--- src/hw/rtl/bmc_pkg.sv ---
// shared types, constants and the data set comparison for best master clock selection
`timescale 1ns / 1ps

package bmc_pkg;

  localparam int MAX_RECORDS = 16;
  localparam int CNT_W = $clog2(MAX_RECORDS + 1);
  localparam int IDX_W = 4;
  localparam int SLOT_W = (CNT_W > IDX_W) ? CNT_W : IDX_W;
  localparam int CFG_IDX_W = 8;

  localparam logic [7:0] CLASS_SPLIT = 8'd128;

  typedef enum logic [1:0] {
    PS_MASTER  = 2'd0,
    PS_PASSIVE = 2'd1,
    PS_SLAVE   = 2'd2
  } port_role_t;

  typedef enum logic [CFG_IDX_W-1:0] {
    CFG_LOCAL_IDENTITY  = 8'd0,
    CFG_LOCAL_PORT      = 8'd1,
    CFG_LOCAL_PRIORITY1 = 8'd2,
    CFG_LOCAL_PRIORITY2 = 8'd3,
    CFG_LOCAL_CLASS     = 8'd4,
    CFG_LOCAL_ACCURACY  = 8'd5,
    CFG_LOCAL_VARIANCE  = 8'd6,
    CFG_SLAVE_ONLY      = 8'd7
  } cfg_reg_t;

  typedef struct packed {
    logic [63:0] local_identity;
    logic [15:0] local_port;
    logic [7:0]  local_priority1;
    logic [7:0]  local_priority2;
    logic [7:0]  local_class;
    logic [7:0]  local_accuracy;
    logic [15:0] local_variance;
    logic        slave_only;
  } cfg_t;

  typedef struct packed {
    logic [63:0] gm_identity;
    logic [7:0]  gm_priority1;
    logic [7:0]  gm_priority2;
    logic [7:0]  gm_class;
    logic [7:0]  gm_accuracy;
    logic [15:0] gm_variance;
    logic [15:0] hops;
    logic [63:0] sender_identity;
    logic [15:0] sender_port;
  } rec_t;

  // run result handed from the tracker to the decision stage
  typedef struct packed {
    logic              valid;
    logic [SLOT_W-1:0] slot;
  } fin_t;

  // true when a compares strictly better than b
  function automatic logic a_better(rec_t a, rec_t b, logic [63:0] rx_id,
                                    logic [15:0] rx_port);
    logic [111:0] ka;
    logic [111:0] kb;
    logic [16:0]  ha;
    logic [16:0]  hb;
    logic         r;
    ka = {a.gm_priority1, a.gm_class, a.gm_accuracy, a.gm_variance,
          a.gm_priority2, a.gm_identity};
    kb = {b.gm_priority1, b.gm_class, b.gm_accuracy, b.gm_variance,
          b.gm_priority2, b.gm_identity};
    ha = {1'b0, a.hops};
    hb = {1'b0, b.hops};
    if (a.gm_identity != b.gm_identity) begin
      r = (ka < kb);
    end else if (ha > hb + 17'd1) begin
      r = 1'b0;
    end else if (ha + 17'd1 < hb) begin
      r = 1'b1;
    end else if (ha > hb) begin
      r = 1'b0;
    end else if (ha < hb) begin
      // b came through more hops: a wins unless b was sent by this port
      r = ({rx_id, rx_port} != {b.sender_identity, b.sender_port});
    end else begin
      r = ({a.sender_identity, a.sender_port} < {b.sender_identity, b.sender_port});
    end
    return r;
  endfunction

endpackage

--- src/hw/rtl/bmc_cfg.sv ---
// configuration registers of the local clock data set
`timescale 1ns / 1ps

module bmc_cfg
  import bmc_pkg::*;
(
  input  logic                 clk,
  input  logic                 rst,
  input  logic                 cfg_valid,
  output logic                 cfg_ready,
  input  logic [CFG_IDX_W-1:0] cfg_index,
  input  logic [63:0]          cfg_data,
  output cfg_t                 cfg
);

  assign cfg_ready = 1'b1;

  always_ff @(posedge clk) begin
    if (rst) begin
      cfg.local_identity  <= 64'd0;
      cfg.local_port      <= 16'd1;
      cfg.local_priority1 <= 8'd128;
      cfg.local_priority2 <= 8'd128;
      cfg.local_class     <= 8'd248;
      cfg.local_accuracy  <= 8'd254;
      cfg.local_variance  <= 16'hffff;
      cfg.slave_only      <= 1'b0;
    end else if (cfg_valid && cfg_ready) begin
      case (cfg_index)
        CFG_LOCAL_IDENTITY:  cfg.local_identity  <= cfg_data;
        CFG_LOCAL_PORT:      cfg.local_port      <= cfg_data[15:0];
        CFG_LOCAL_PRIORITY1: cfg.local_priority1 <= cfg_data[7:0];
        CFG_LOCAL_PRIORITY2: cfg.local_priority2 <= cfg_data[7:0];
        CFG_LOCAL_CLASS:     cfg.local_class     <= cfg_data[7:0];
        CFG_LOCAL_ACCURACY:  cfg.local_accuracy  <= cfg_data[7:0];
        CFG_LOCAL_VARIANCE:  cfg.local_variance  <= cfg_data[15:0];
        CFG_SLAVE_ONLY:      cfg.slave_only      <= cfg_data[0];
        default: ;
      endcase
    end
  end

endmodule

--- src/hw/rtl/bmc_track.sv ---
// input register and running best record of the current table
`timescale 1ns / 1ps

module bmc_track
  import bmc_pkg::*;
(
  input  logic clk,
  input  logic rst,
  input  logic in_valid,
  output logic in_stall,
  input  rec_t in_rec,
  input  logic in_last,
  input  cfg_t cfg,
  input  logic fin_free,
  output fin_t fin,
  output rec_t best
);

  logic              s1_valid;
  rec_t              s1_rec;
  logic              s1_last;
  logic [CNT_W-1:0]  count;
  logic [SLOT_W-1:0] slot;
  logic              s1_fire;
  logic              take;
  logic              store;
  logic [SLOT_W-1:0] slot_next;
  logic              fin_valid;
  logic [SLOT_W-1:0] fin_slot;

  assign fin.valid = fin_valid;
  assign fin.slot  = fin_slot;

  // the decision stage reads best, so it must not change while a result waits there
  assign s1_fire  = s1_valid && (!fin_valid || fin_free);
  assign in_stall = s1_valid && !s1_fire;
  assign take     = in_valid && !in_stall;

  always_comb begin
    store     = 1'b0;
    slot_next = slot;
    if (count == '0) begin
      store     = 1'b1;
      slot_next = '0;
    end else if (count < CNT_W'(MAX_RECORDS)) begin
      if (a_better(s1_rec, best, cfg.local_identity, cfg.local_port)) begin
        store     = 1'b1;
        slot_next = SLOT_W'(count);
      end
    end
  end

  always_ff @(posedge clk) begin
    if (rst) begin
      s1_valid  <= 1'b0;
      count     <= '0;
      slot      <= '0;
      fin_valid <= 1'b0;
    end else begin
      if (take) begin
        s1_valid <= 1'b1;
      end else if (s1_fire) begin
        s1_valid <= 1'b0;
      end
      fin_valid <= (s1_fire && s1_last) || (fin_valid && !fin_free);
      if (s1_fire) begin
        if (s1_last) begin
          count <= '0;
          slot  <= '0;
        end else begin
          slot <= slot_next;
          if (count < CNT_W'(MAX_RECORDS)) begin
            count <= count + CNT_W'(1);
          end
        end
      end
    end
  end

  always_ff @(posedge clk) begin
    if (take) begin
      s1_rec  <= in_rec;
      s1_last <= in_last;
    end
    if (s1_fire && store) begin
      best <= s1_rec;
    end
    if (s1_fire && s1_last) begin
      fin_slot <= slot_next;
    end
  end

endmodule

--- src/hw/rtl/bmc_decide.sv ---
// local data set against the best record, recommended state and result register
`timescale 1ns / 1ps

module bmc_decide
  import bmc_pkg::*;
(
  input  logic             clk,
  input  logic             rst,
  input  fin_t             fin,
  input  rec_t             best,
  input  cfg_t             cfg,
  output logic             fin_free,
  output logic             out_valid,
  input  logic             out_stall,
  output logic [IDX_W-1:0] best_index,
  output port_role_t       port_role
);

  logic              s2_valid;
  logic [SLOT_W-1:0] s2_slot;
  port_role_t        s2_state;
  logic              s2_move;
  logic              fin_take;
  rec_t              d0;
  port_role_t        state_next;

  assign s2_move  = s2_valid && (!out_valid || !out_stall);
  assign fin_free = !s2_valid || s2_move;
  // best still holds the closed table while its word waits here
  assign fin_take = fin.valid && fin_free;

  always_comb begin
    d0.gm_identity     = cfg.local_identity;
    d0.gm_priority1    = cfg.local_priority1;
    d0.gm_priority2    = cfg.local_priority2;
    d0.gm_class        = cfg.local_class;
    d0.gm_accuracy     = cfg.local_accuracy;
    d0.gm_variance     = cfg.local_variance;
    d0.hops            = 16'd0;
    d0.sender_identity = cfg.local_identity;
    d0.sender_port     = cfg.local_port;
    if (cfg.slave_only) begin
      state_next = PS_SLAVE;
    end else if (a_better(d0, best, cfg.local_identity, cfg.local_port)) begin
      state_next = PS_MASTER;
    end else if (cfg.local_class < CLASS_SPLIT) begin
      state_next = PS_PASSIVE;
    end else begin
      state_next = PS_SLAVE;
    end
  end

  always_ff @(posedge clk) begin
    if (rst) begin
      s2_valid  <= 1'b0;
      out_valid <= 1'b0;
    end else begin
      if (fin_take) begin
        s2_valid <= 1'b1;
      end else if (s2_move) begin
        s2_valid <= 1'b0;
      end
      if (s2_move) begin
        out_valid <= 1'b1;
      end else if (out_valid && !out_stall) begin
        out_valid <= 1'b0;
      end
    end
  end

  always_ff @(posedge clk) begin
    if (fin_take) begin
      s2_slot  <= fin.slot;
      s2_state <= state_next;
    end
    if (s2_move) begin
      best_index <= s2_slot[IDX_W-1:0];
      port_role  <= s2_state;
    end
  end

endmodule

--- src/hw/rtl/best_master_clock_select.sv ---
// top level of the best master clock selection block
//
// records arrive on the rec channel (rec_valid / rec_stall), one announce
// record of the foreign master table per word; the word with is_last set
// closes the table. each closed table gives one word on the res channel
// (res_valid / res_stall): the position of the best record in the table and
// the recommended port role. records past MAX_RECORDS are ignored but a
// last one still closes the table.
// the local data set and slave_only are written on the cfg channel
// (cfg_valid / cfg_ready, always ready); the user must write them only
// while the block is idle, the block itself does not enforce this.
// throughput is one record per cycle while rec_stall is low: the running
// best compare sits between the input register and the best record
// register, and the local compare runs in the stage after it.
// when res_stall holds a result, two more closed tables can wait behind it;
// after that the next record stays in the input register and rec_stall
// rises until the result is taken.
// synchronous reset clears the handshake state, the table counters and the
// configuration to its defaults.
`timescale 1ns / 1ps

module best_master_clock_select
  import bmc_pkg::*;
(
  input  logic                 clk,
  input  logic                 rst,
  input  logic                 rec_valid,
  output logic                 rec_stall,
  input  logic [63:0]          gm_identity,
  input  logic [7:0]           gm_priority1,
  input  logic [7:0]           gm_priority2,
  input  logic [7:0]           gm_class,
  input  logic [7:0]           gm_accuracy,
  input  logic [15:0]          gm_variance,
  input  logic [15:0]          hops,
  input  logic [63:0]          sender_identity,
  input  logic [15:0]          sender_port,
  input  logic                 is_last,
  output logic                 res_valid,
  input  logic                 res_stall,
  output logic [IDX_W-1:0]     best_index,
  output logic [1:0]           port_role,
  input  logic                 cfg_valid,
  output logic                 cfg_ready,
  input  logic [CFG_IDX_W-1:0] cfg_index,
  input  logic [63:0]          cfg_data
);

  cfg_t       cfg;
  rec_t       in_rec;
  rec_t       best;
  fin_t       fin;
  logic       fin_free;
  port_role_t state;

  assign in_rec.gm_identity     = gm_identity;
  assign in_rec.gm_priority1    = gm_priority1;
  assign in_rec.gm_priority2    = gm_priority2;
  assign in_rec.gm_class        = gm_class;
  assign in_rec.gm_accuracy     = gm_accuracy;
  assign in_rec.gm_variance     = gm_variance;
  assign in_rec.hops            = hops;
  assign in_rec.sender_identity = sender_identity;
  assign in_rec.sender_port     = sender_port;

  assign port_role = state;

  bmc_cfg u_cfg (
    .clk       (clk),
    .rst       (rst),
    .cfg_valid (cfg_valid),
    .cfg_ready (cfg_ready),
    .cfg_index (cfg_index),
    .cfg_data  (cfg_data),
    .cfg       (cfg)
  );

  bmc_track u_track (
    .clk      (clk),
    .rst      (rst),
    .in_valid (rec_valid),
    .in_stall (rec_stall),
    .in_rec   (in_rec),
    .in_last  (is_last),
    .cfg      (cfg),
    .fin_free (fin_free),
    .fin      (fin),
    .best     (best)
  );

  bmc_decide u_decide (
    .clk        (clk),
    .rst        (rst),
    .fin        (fin),
    .best       (best),
    .cfg        (cfg),
    .fin_free   (fin_free),
    .out_valid  (res_valid),
    .out_stall  (res_stall),
    .best_index (best_index),
    .port_role  (state)
  );

endmodule

--- config.mk ---
export PLATFORM = sky130hd
export DESIGN_NAME = best_master_clock_select
export DESIGN_NICKNAME = d
export VERILOG_FILES = /design/src/hw/rtl/bmc_pkg.sv /design/src/hw/rtl/bmc_cfg.sv /design/src/hw/rtl/bmc_track.sv /design/src/hw/rtl/bmc_decide.sv /design/src/hw/rtl/best_master_clock_select.sv
export SDC_FILE = /design/constraint.sdc
export NUM_CORES = 1
export LEC_CHECK = 0
export BUFFER_PORTS_ARGS = -buffer_cell sky130_fd_sc_hd__buf_4
export CORE_MARGIN = 1.5
export CORE_UTILIZATION = 64
export CTS_CLUSTER_DIAMETER = 30
export DETAILED_ROUTE_END_ITERATION = 12
export GPL_ROUTABILITY_DRIVEN = 0
export HOLD_SLACK_MARGIN = 0.03
export MAX_ROUTING_LAYER = met4
export PLACE_DENSITY = 0.86
export REMOVE_ABC_BUFFERS = 1
export SYNTH_ARGS = -nofsm -noshare
export SYNTH_HDL_FRONTEND = slang
export SYNTH_SLANG_ARGS = --single-unit
export TNS_END_PERCENT = 30
--- constraint.sdc ---
create_clock -name clk -period 27.8 [get_ports clk]
set_input_delay 4.17 -clock clk [delete_from_list [all_inputs] [get_ports clk]]
set_output_delay 4.17 -clock clk [all_outputs]
set_load 0.005 [all_outputs]
* Yosys cells after proc, flatten, opt, wreduce, memory -nomap -nowiden
Index checks and enable logic that the tools add are counted. W data, S select, Z words.
Word-level totals: bits in registers 576, input bits 286, output and inout bits 9
Operators by class: add/subtract/negate cells 3, $lt $le $gt $ge 13, equal/unequal tests 10, multiplexer cells 29, reduce and logical (&&, ||, !) cells 36
Operator list (number):
- $lt A112 B112 Y1 | 2
- $lt A80 B80 Y1 | 2
- $ne A64 B64 Y1 | 2
- $ne A80 B80 Y1 | 1
- $add A16 B1 Y17 const B | 2
- $eq A8 B3 Y1 const B | 4
- $lt A1 B16 Y1 const A | 2
- $mux W5 | 6
- $mux W1 | 21
- $reduce_and A2 Y1 | 9
- $gt A1 B17 Y1 const A | 1
- $gt A16 B17 Y1 | 1
- $lt A17 B16 Y1 | 1
- $eq A8 B2 Y1 const B | 2
- $gt A16 B16 Y1 | 1
- $lt A16 B16 Y1 | 1
- $logic_and A1 B1 Y1 | 9
- $eq A8 B1 Y1 const B | 1
- $logic_not A8 Y1 | 1
- $lt A8 B8 Y1 const B | 1
- $reduce_bool A2 Y1 | 4
- $logic_not A1 Y1 | 7
- $add A5 B1 Y5 const B | 1
- $logic_not A5 Y1 | 1
- other kinds (4) | 8

* Longest topological paths before layout
Gate-level depths: netlist of run 1.
depth in word-level cells 12, depth in mapped cells 17, depth with buffers taken out 16

* Cells and area by module
A second synthesis of run 1 with hierarchy kept.
Second synthesis, totals: cell total of the unflattened synthesis 2802, area total of the unflattened synthesis 31840.5 um^2
By module, submodules not included:
- bmc_track | instances 1, cells each 1503, area an instance 20619.8 um^2, seq. area each 12912.4 um^2
- bmc_decide | instances 1, cells each 783, area an instance 5833.1 um^2, seq. area each 400.4 um^2
- bmc_cfg | instances 1, cells each 516, area an instance 5387.7 um^2, seq. area each 2582.5 um^2

* Worst setup path before layout of run 1
No wires, ideal clock.
kind input to register, start point in res_stall, end point reg u_track.best[0] (netlist name), library setup time 846 ps, arrival time 14594 ps, setup slack 12361 ps, stages 4, path buffers 0, cells stage by stage and3_1 > nand2_1 > nand2_1 > a21oi_1
Between the ends: cells in the longest elaborated chain, start to end 7
Ends and longest elaborated chain:
- from (decl) | line best_master_clock_select.sv:40 | input logic res_stall,
- $logic_not A1 Y1 | line bmc_decide.sv:27 | assign s2_move = s2_valid && (!out_valid || !out_stall);
- $logic_or A1 B1 Y1 | line bmc_decide.sv:27
- $logic_and A1 B1 Y1 | line bmc_decide.sv:27
- $logic_or A1 B1 Y1 | line bmc_decide.sv:28 | assign fin_free = !s2_valid || s2_move;
- $logic_or A1 B1 Y1 | line bmc_track.sv:35 | assign s1_fire = s1_valid && (!fin_valid || fin_free);
- $logic_and A1 B1 Y1 | line bmc_track.sv:35
- $logic_and A1 B1 Y1 | line bmc_track.sv:85 | if (s1_fire && store) begin
Every way passes these cells. A chain may end at the register's enable or synchronous reset.

* Worst setup path in the final report of run 1
start point in res_stall, end point out rec_stall
Between the ends: cells in the longest elaborated chain, start to end 8
Ends and longest elaborated chain:
- $logic_not A1 Y1 | line bmc_decide.sv:27
- $logic_or A1 B1 Y1 | line bmc_decide.sv:27
- $logic_and A1 B1 Y1 | line bmc_decide.sv:27
- $logic_or A1 B1 Y1 | line bmc_decide.sv:28
- $logic_or A1 B1 Y1 | line bmc_track.sv:35
- $logic_and A1 B1 Y1 | line bmc_track.sv:35
- $logic_not A1 Y1 | line bmc_track.sv:36 | assign in_stall = s1_valid && !s1_fire;
- $logic_and A1 B1 Y1 | line bmc_track.sv:36
- to (decl) | line best_master_clock_select.sv:28 | output logic rec_stall,
Every way passes these cells.

==> impl_metrics.tcl, run 1 <==
set metrics [dict create \
    vias_per_cell 6.16 \
    numPortBuffers 293 \
    setup-tns-final_ns 0 \
    globalRouteOverflowTotal 0 \
    hold_buffer_count_at_cts 0 \
    clock_path_buffers 3 \
    yosys-top-cells-count "437 x ha_1, 433 x edfxtp_1, 263 x nand2_1, 233 x inv_1, 222 x a21oi_1" \
    floorplan.die.width_um 216 \
    timing.final.ws_setup_ns 18.80 \
    layout-area-overhead-vs-synth_pct 23.1 \
    number_of_antenna_violations_at_the_first_check_in_global_routing 1 \
    synth_top_family_by_area "adder cells" \
    die_h_um 216 \
    post_synth_xor_area_fraction 0.00905 \
    first_global_vias 22800 \
    regArea_um2 15800 \
    drt-pass1-iter-count 6 \
    grt_pass1_wl_mm 120 \
    htreeDepth 3 \
    post-route-drc-count 0 \
    critPathKind "primary input to output port" \
    synth_adder_area_share 0.188 \
    arrival_ns 4.83 \
    synth.yosys.seq_area_share 0.546 \
    yosys.area.top_type_share 0.448 \
    routed-wl-met2_mm 38.2 \
    wl_per_cell_um 21.8 \
    detailedRoute.firstIterationViolations 2149 \
    cts_inserted_buffers 109 \
    clock_latency_on_the_worst_skew_pair_ns 0.66 \
    cts.sink_count 575 \
    die_area_um2 46600 \
    ctsRootBufferMaster "clkbuf_16" \
    power_density_nw_per_um2 71.2 \
    route.top_layer_used "met4" \
    post_synth_inst_count 2483 \
    synth.area.top_cells "edfxtp_1 45%, ha_1 19%, dfxtp_1 9.8%" \
    boundaryPins 295 \
    finalSetupViolations 0 \
    std_cell_rows 77 \
    multiInputGateArea_um2 12200 \
    finalCriticalPeriod_ns 9.00 \
    finalNetCount 3577 \
    timing.critical_path.to_type "output port" \
    static_power_due_to_leakage_nw 15.8 \
    cp.required_ns 23.63 \
    wl_met3_mm 6.36 \
    tritoncts "done" \
    synth.most_common_cell "ha_1" \
    library_cell_occupying_the_most_area_in_the_post_synthesis_netlist "edfxtp_1" \
    cts_resized 0 \
    met1Wirelength_mm 29.5 \
    worst_setup_hold_path_clk_slew_ns 0.05 \
    critPathMaxFanout 4 \
    startpoint_type "primary input" \
    core_area_um2 44500 \
    global_route.usage.total 0.342 \
    postSynthAreaPerCell_um2 11.7 \
    drive_above_1_share 0.173 \
    min_period_over_period 0.324 \
    synth.mux.area_fraction 0.00828 \
    synthDistinctLibCells 67 \
    run_status "completed" \
    detailed_placer_s_ending_hpwl_mm 53.3 \
    hold_slack_ns 0.409 \
    maxSlewViolCount 0 \
    grt_start_max_net_pins 210 \
    drv.max_cap_violation_count 0 \
    synth_async_sr_flop_share 0 \
    synth_seq_cells 575 \
    ant_nets_after_route 0 \
    synth-simple-area-share 0.109 \
    ir_drop_uv 70.8 \
    synth_warnings 0 \
    post_synth_instance_area_um2 29000 \
    clock-skew-final_ns 0.0311 \
    hp-class "register to register" \
    detailedPlace.worstSlack_ns 18.81 \
    fillers 2464 \
    timing_worst_slew_pin_value_ns 1.28 \
    synthesized_area_fraction_occupied_by_ao_oa_aoi_and_oai_cells 0.103 \
    synth_top_flop_cell "edfxtp_1" \
    fmax_ghz 0.111 \
    dr_total_vias 21800 \
    synth_edf_count 433 \
    finalWirelength_mm 77.4 \
    slew_headroom 0.136 \
    postCtsSetupRepairBufs 0 \
    rsz_0062_raised_after_global_routing "no" \
    hold_violations 0 \
    floorplan.initialDensity 0.652 \
]
-- critical path, cell delays in order --
cell and delay [ns]:
buf_4 0.09, and3_1 0.21, nand3_1 0.11, inv_1 0.12, buf_4 0.12
-- final cells by class --
cell class | instances | share of cell area
Timing Repair Buffer | 304 | 0.0642
Clock buffer | 129 | 0.0822
Tap cell | 592 | 0.0207
Inverter | 233 | 0.0245
Sequential cell | 575 | 0.443
Antenna cell | 1 | 0.0000700
Clock inverter | 79 | 0.0245
Multi-Input combinational cell | 1631 | 0.340
-- logic make-up (layout without fill, tap and decap cells) --
| kind of cell | after synthesis | count (layout) |
|---|---|---|
| AND/OR/NAND/NOR | 654 | 654 |
| flip-flops | 575 | 575 |
| AO/OA/AOI/OAI | 485 | 485 |
| adder cells (fa/ha/maj) | 437 | 437 |
| buffers and inverters | 277 | 745 |
| XOR/XNOR | 30 | 30 |
| multiplexers | 24 | 24 |
| other | 1 | 2 |
-- sequential cells by signal, summed over array words and instances (netlist names) --
register / cells
u_cfg.cfg: 129
u_decide.best_index: 4
u_decide.out_valid: 1
u_decide.port_role: 2
u_decide.s2_slot: 4
u_decide.s2_state: 2
u_decide.s2_valid: 1
u_track.best: 208
u_track.count: 5
u_track.fin_slot: 4
u_track.fin_valid: 1
u_track.s1_last: 1
u_track.s1_rec: 208
u_track.s1_valid: 1
u_track.slot: 4
-- where the power goes --
group / total (mW) / switching [mW] / internal [mW]
registers: 1.00 / 0.0275 / 0.976
logic: 0.196 / 0.111 / 0.0845
clock network: 1.35 / 0.481 / 0.864
-- layer usage --
| metal | vias up | GRT usage |
|---|---|---|
| met3 | 241 | 0.0616 |
| met2 | 1102 | 0.572 |
| met1 | 10500 | 0.406 |
| li1 | 9963 | - |
| met5 | - | - |
| met4 | 0 | 0.151 |
-- cells in the final DEF (no fill, tap or decap), types with 13 or more instances in the layout --
master     instances
a211o_1           20
a211oi_1          13
a21o_1            92
a21oi_1          221
and3_1            15
buf_4            303
clkbuf_16        113
dfxtp_1          142
edfxtp_1         433
ha_1             437
inv_1            233
inv_6             19
mux2i_1           24
nand2_1          263
nand3_1           44
nand3b_1          20
nand4_1           98
nor2_1           108
nor2b_1           23
nor3_1            25
nor4_1            19
o21ai_0           69
xnor2_1           25
-- metrics by stage --
stage                     utilization  cells  power [mW]  cell area, µm²
after floorplan                     -   2439        1.12           28900
final                           0.803   3544        2.54           35700
after global placement          0.717   3335        1.19           31900
after CTS                       0.803   3543        2.55           35700
after detailed placement        0.717   3335        1.20           31900
after global routing            0.803   3544        2.62           35700
-- path summary, 6_finish.rpt --
check | cells past startpoint | slack (ns) | to | startpoint
worst max register to register | 18 | 21.47 | u_track.best[122] | u_track.s1_rec[81]
worst max-delay path | 5 | 18.80 | rec_stall | res_stall
worst min-delay path | 0 | 0.41 | u_decide.best_index[2] | u_decide.s2_slot[2]
worst min register to register | 0 | 0.41 | u_decide.best_index[2] | u_decide.s2_slot[2]
Note: power is estimated with default switching activity, not from simulation.
==> run 2, diff against run 1 <==
- CORE_UTILIZATION: 64 -> 60
- PLACE_DENSITY: 0.86 -> 0.81
- clock period: 27.8 -> 9.15 ns (I/O delays scaled with it)
==> run 2 against run 1 <==
Net effect:
- non-clock buffer count is 2 higher
- core utilization is 4.8 points lower
- clock power grew to 3.2 times the previous value
- first-iteration DRC count is 18% lower
- design area is 0.92% higher
- sequential power grew to 3.1 times the previous value
- via count is 0.44% lower
- global-route usage is 2.5 points lower
- clock-buffer cell count is 19 higher
- critical path type is now register to register
- highest routed layer unchanged
==> impl_metrics.tcl, run 2 (same netlist as run 1, synthesis figures left out) <==
set metrics [dict create \
    clock_path_buffers 3 \
    hold_buffer_count_at_cts 0 \
    min_to "u_decide.s2_slot[2]" \
    core_area_um2 47700 \
    holdCritStartpoint "u_track.fin_slot[2]" \
    die_h_um 223 \
    ctsRootBufferMaster "clkbuf_16" \
    startpoint_type "register" \
    clock-skew-final_ns 0.0246 \
    numPortBuffers 293 \
    cts_resized 0 \
    drt-pass1-iter-count 9 \
    postCtsSetupRepairBufs 0 \
    final_cell_mix "437 x ha_1, 433 x edfxtp_1, 306 x buf_4, 263 x nand2_1, 233 x inv_1" \
    critical_path.reg2reg.startpoint "u_track.s1_rec[81]" \
    ir_drop_uv 176 \
    cts_inserted_buffers 117 \
    tritoncts "done" \
    final_core_utilization 0.755 \
    drive_above_1_share 0.178 \
    number_of_antenna_violations_at_the_first_check_in_global_routing 1 \
    grt_pass1_wl_mm 118 \
    register_to_register_path_depth 17 \
    grt_start_max_net_pins 107 \
    fmax_ghz 0.182 \
    fillers 2855 \
    detailedRoute.firstIterationViolations 1763 \
    vias_per_cell 6.07 \
    htreeDepth 3 \
    reg.largest.list "u_track.best x208, u_track.s1_rec x208, u_cfg.cfg x129" \
    finalSetupViolations 0 \
    timing.final.ws_setup_ns 3.65 \
    mostFrequentLayoutCell "ha_1" \
    cp.required_ns 9.40 \
    floorplan.initialDensity 0.608 \
    wl_per_cell_um 21.3 \
    dr_total_vias 21700 \
    ant_nets_after_route 0 \
    floorplan.die.width_um 223 \
    finalWirelength_mm 76.3 \
    boundaryPins 295 \
    hp-class "register to register" \
    global_route.usage.total 0.316 \
    finalCriticalPeriod_ns 5.50 \
    critPathMaxStageDelay_ns 0.89 \
    critPathKind "register to register" \
    clock_latency_on_the_worst_skew_pair_ns 0.65 \
    power_density_nw_per_um2 221 \
    setup-tns-final_ns 0 \
    cp_cell_sequence "ha_1 > and3_1 > nand3_1 > nor2_1 > xor2_1 > ha_1 > nand4_1 > nor2_1 > a2111oi_0 > a31oi_1 > nor3_1 > nor3_2 > o31ai_1 > a31oi_1 > buf_4 > a21oi_4 > buf_4" \
    rsz_0062_raised_after_global_routing "no" \
    critPathMaxFanout 79 \
    timing.critical_path.to_type "register" \
    globalRouteOverflowTotal 0 \
    std_cell_rows 80 \
    worst_setup_hold_path_clk_slew_ns 0.05 \
    detailedPlace.worstSlack_ns 3.73 \
    drv.max_cap_violation_count 0 \
    post-route-drc-count 0 \
    hold_violations 0 \
    static_power_due_to_leakage_nw 15.9 \
    layout-area-overhead-vs-synth_pct 24.3 \
    setup.reg_to_reg.worst_slack_ns 3.65 \
    holdPathStages 0 \
    cp_slowest_cell "buf_4" \
    finalNetCount 3587 \
    slew_headroom 0.150 \
    arrival_ns 5.75 \
    cts.sink_count 575 \
    die_area_um2 49700 \
    first_global_vias 22400 \
    detailed_placer_s_ending_hpwl_mm 54.6 \
    run_status "completed" \
    min_period_over_period 0.601 \
    endpoint_of_the_most_critical_register_to_register_path "u_track.best[107]" \
    timing_worst_slew_pin_value_ns 1.26 \
    maxSlewViolCount 0 \
]
==> run 2: cell count changes in the layout (fill, tap and decap cells not counted), moves of 2 or more <==
cell,delta
inv_6,-11
clkinv_2,+2
inv_8,-7
buf_4,+3
bufinv_16,+3
clkinv_8,-4
inv_16,-2
clkbuf_16,+11
inv_4,+4
clkinv_4,+5
clkinvlp_4,+7
clkbuf_8,+7
clkinv_1,-5
==> run 2: area by class of cell <==
cell class	count	area, µm²	share of cell area
Tap cell	615	769	0.0213
Multi-Input combinational cell	1631	12200	0.337
Clock inverter	71	800	0.0222
Clock buffer	148	3310	0.0919
Inverter	233	875	0.0242
Timing Repair Buffer	306	2300	0.0637
Antenna cell	1	2.50	0.0000694
Sequential cell	575	15800	0.439
==> run 2: report_power, final <==
part	internal [mW]	total (mW)	switching [mW]	leakage, nW
Combinational	0.255	0.590	0.335	8.66
Clock	2.93	4.34	1.41	1.98
Sequential	2.97	3.05	0.0810	5.29
Total	6.15	7.98	1.83	15.9
==> run 2: how the worst max path moves through the flow <==
stage / start / endpoint / depth (start not counted)
2_1_floorplan: u_track.best[84] / u_track.best[0] / 13
3_3_place_gp: u_track.s1_rec[81] / u_track.best[111] / 17
3_5_place_dp: u_track.s1_rec[81] / u_track.best[114] / 17
4_1_cts: u_track.s1_rec[81] / u_track.best[106] / 17
5_1_grt: u_track.best[80] / u_track.best[107] / 14
6_report: u_track.s1_rec[81] / u_track.best[107] / 17
==> run 2: stage by stage <==
| step | cell area (µm²) | instances | hold slack [ns] | total power [mW] |
|---|---|---|---|---|
| detailed placement | 32000 | 3360 | 0.405 | 3.66 |
| global placement | 32000 | 3360 | 0.408 | 3.62 |
| floorplan | 28900 | 2439 | 0.400 | 3.41 |
| finish | 36100 | 3580 | 0.422 | 7.98 |
| CTS | 36100 | 3579 | 0.423 | 7.99 |
| global route | 36100 | 3580 | 0.424 | 8.20 |
==> run 2: worst max-delay path, delay by kind of cell (launching register included) <==
| kind | cells | cell delay (ns) |
|---|---|---|
| DFF | 1 | 0.45 |
| adders and majority gates | 2 | 0.49 |
| buffers and inverters | 2 | 1.11 |
| xor gates and xnor gates | 1 | 0.17 |
| and+or+nand+nor | 7 | 1.32 |
| AOI/OAI and AO/OA | 5 | 1.39 |
==> run 2: routing by layer <==
metal  track usage  share of wire  vias to the layer above
met5             -              0                        -
met3        0.0577          0.078                      255
met2         0.512           0.48                     1057
met1         0.382           0.39                    10400
met4         0.160          0.051                        0
li1              -              -                     9982
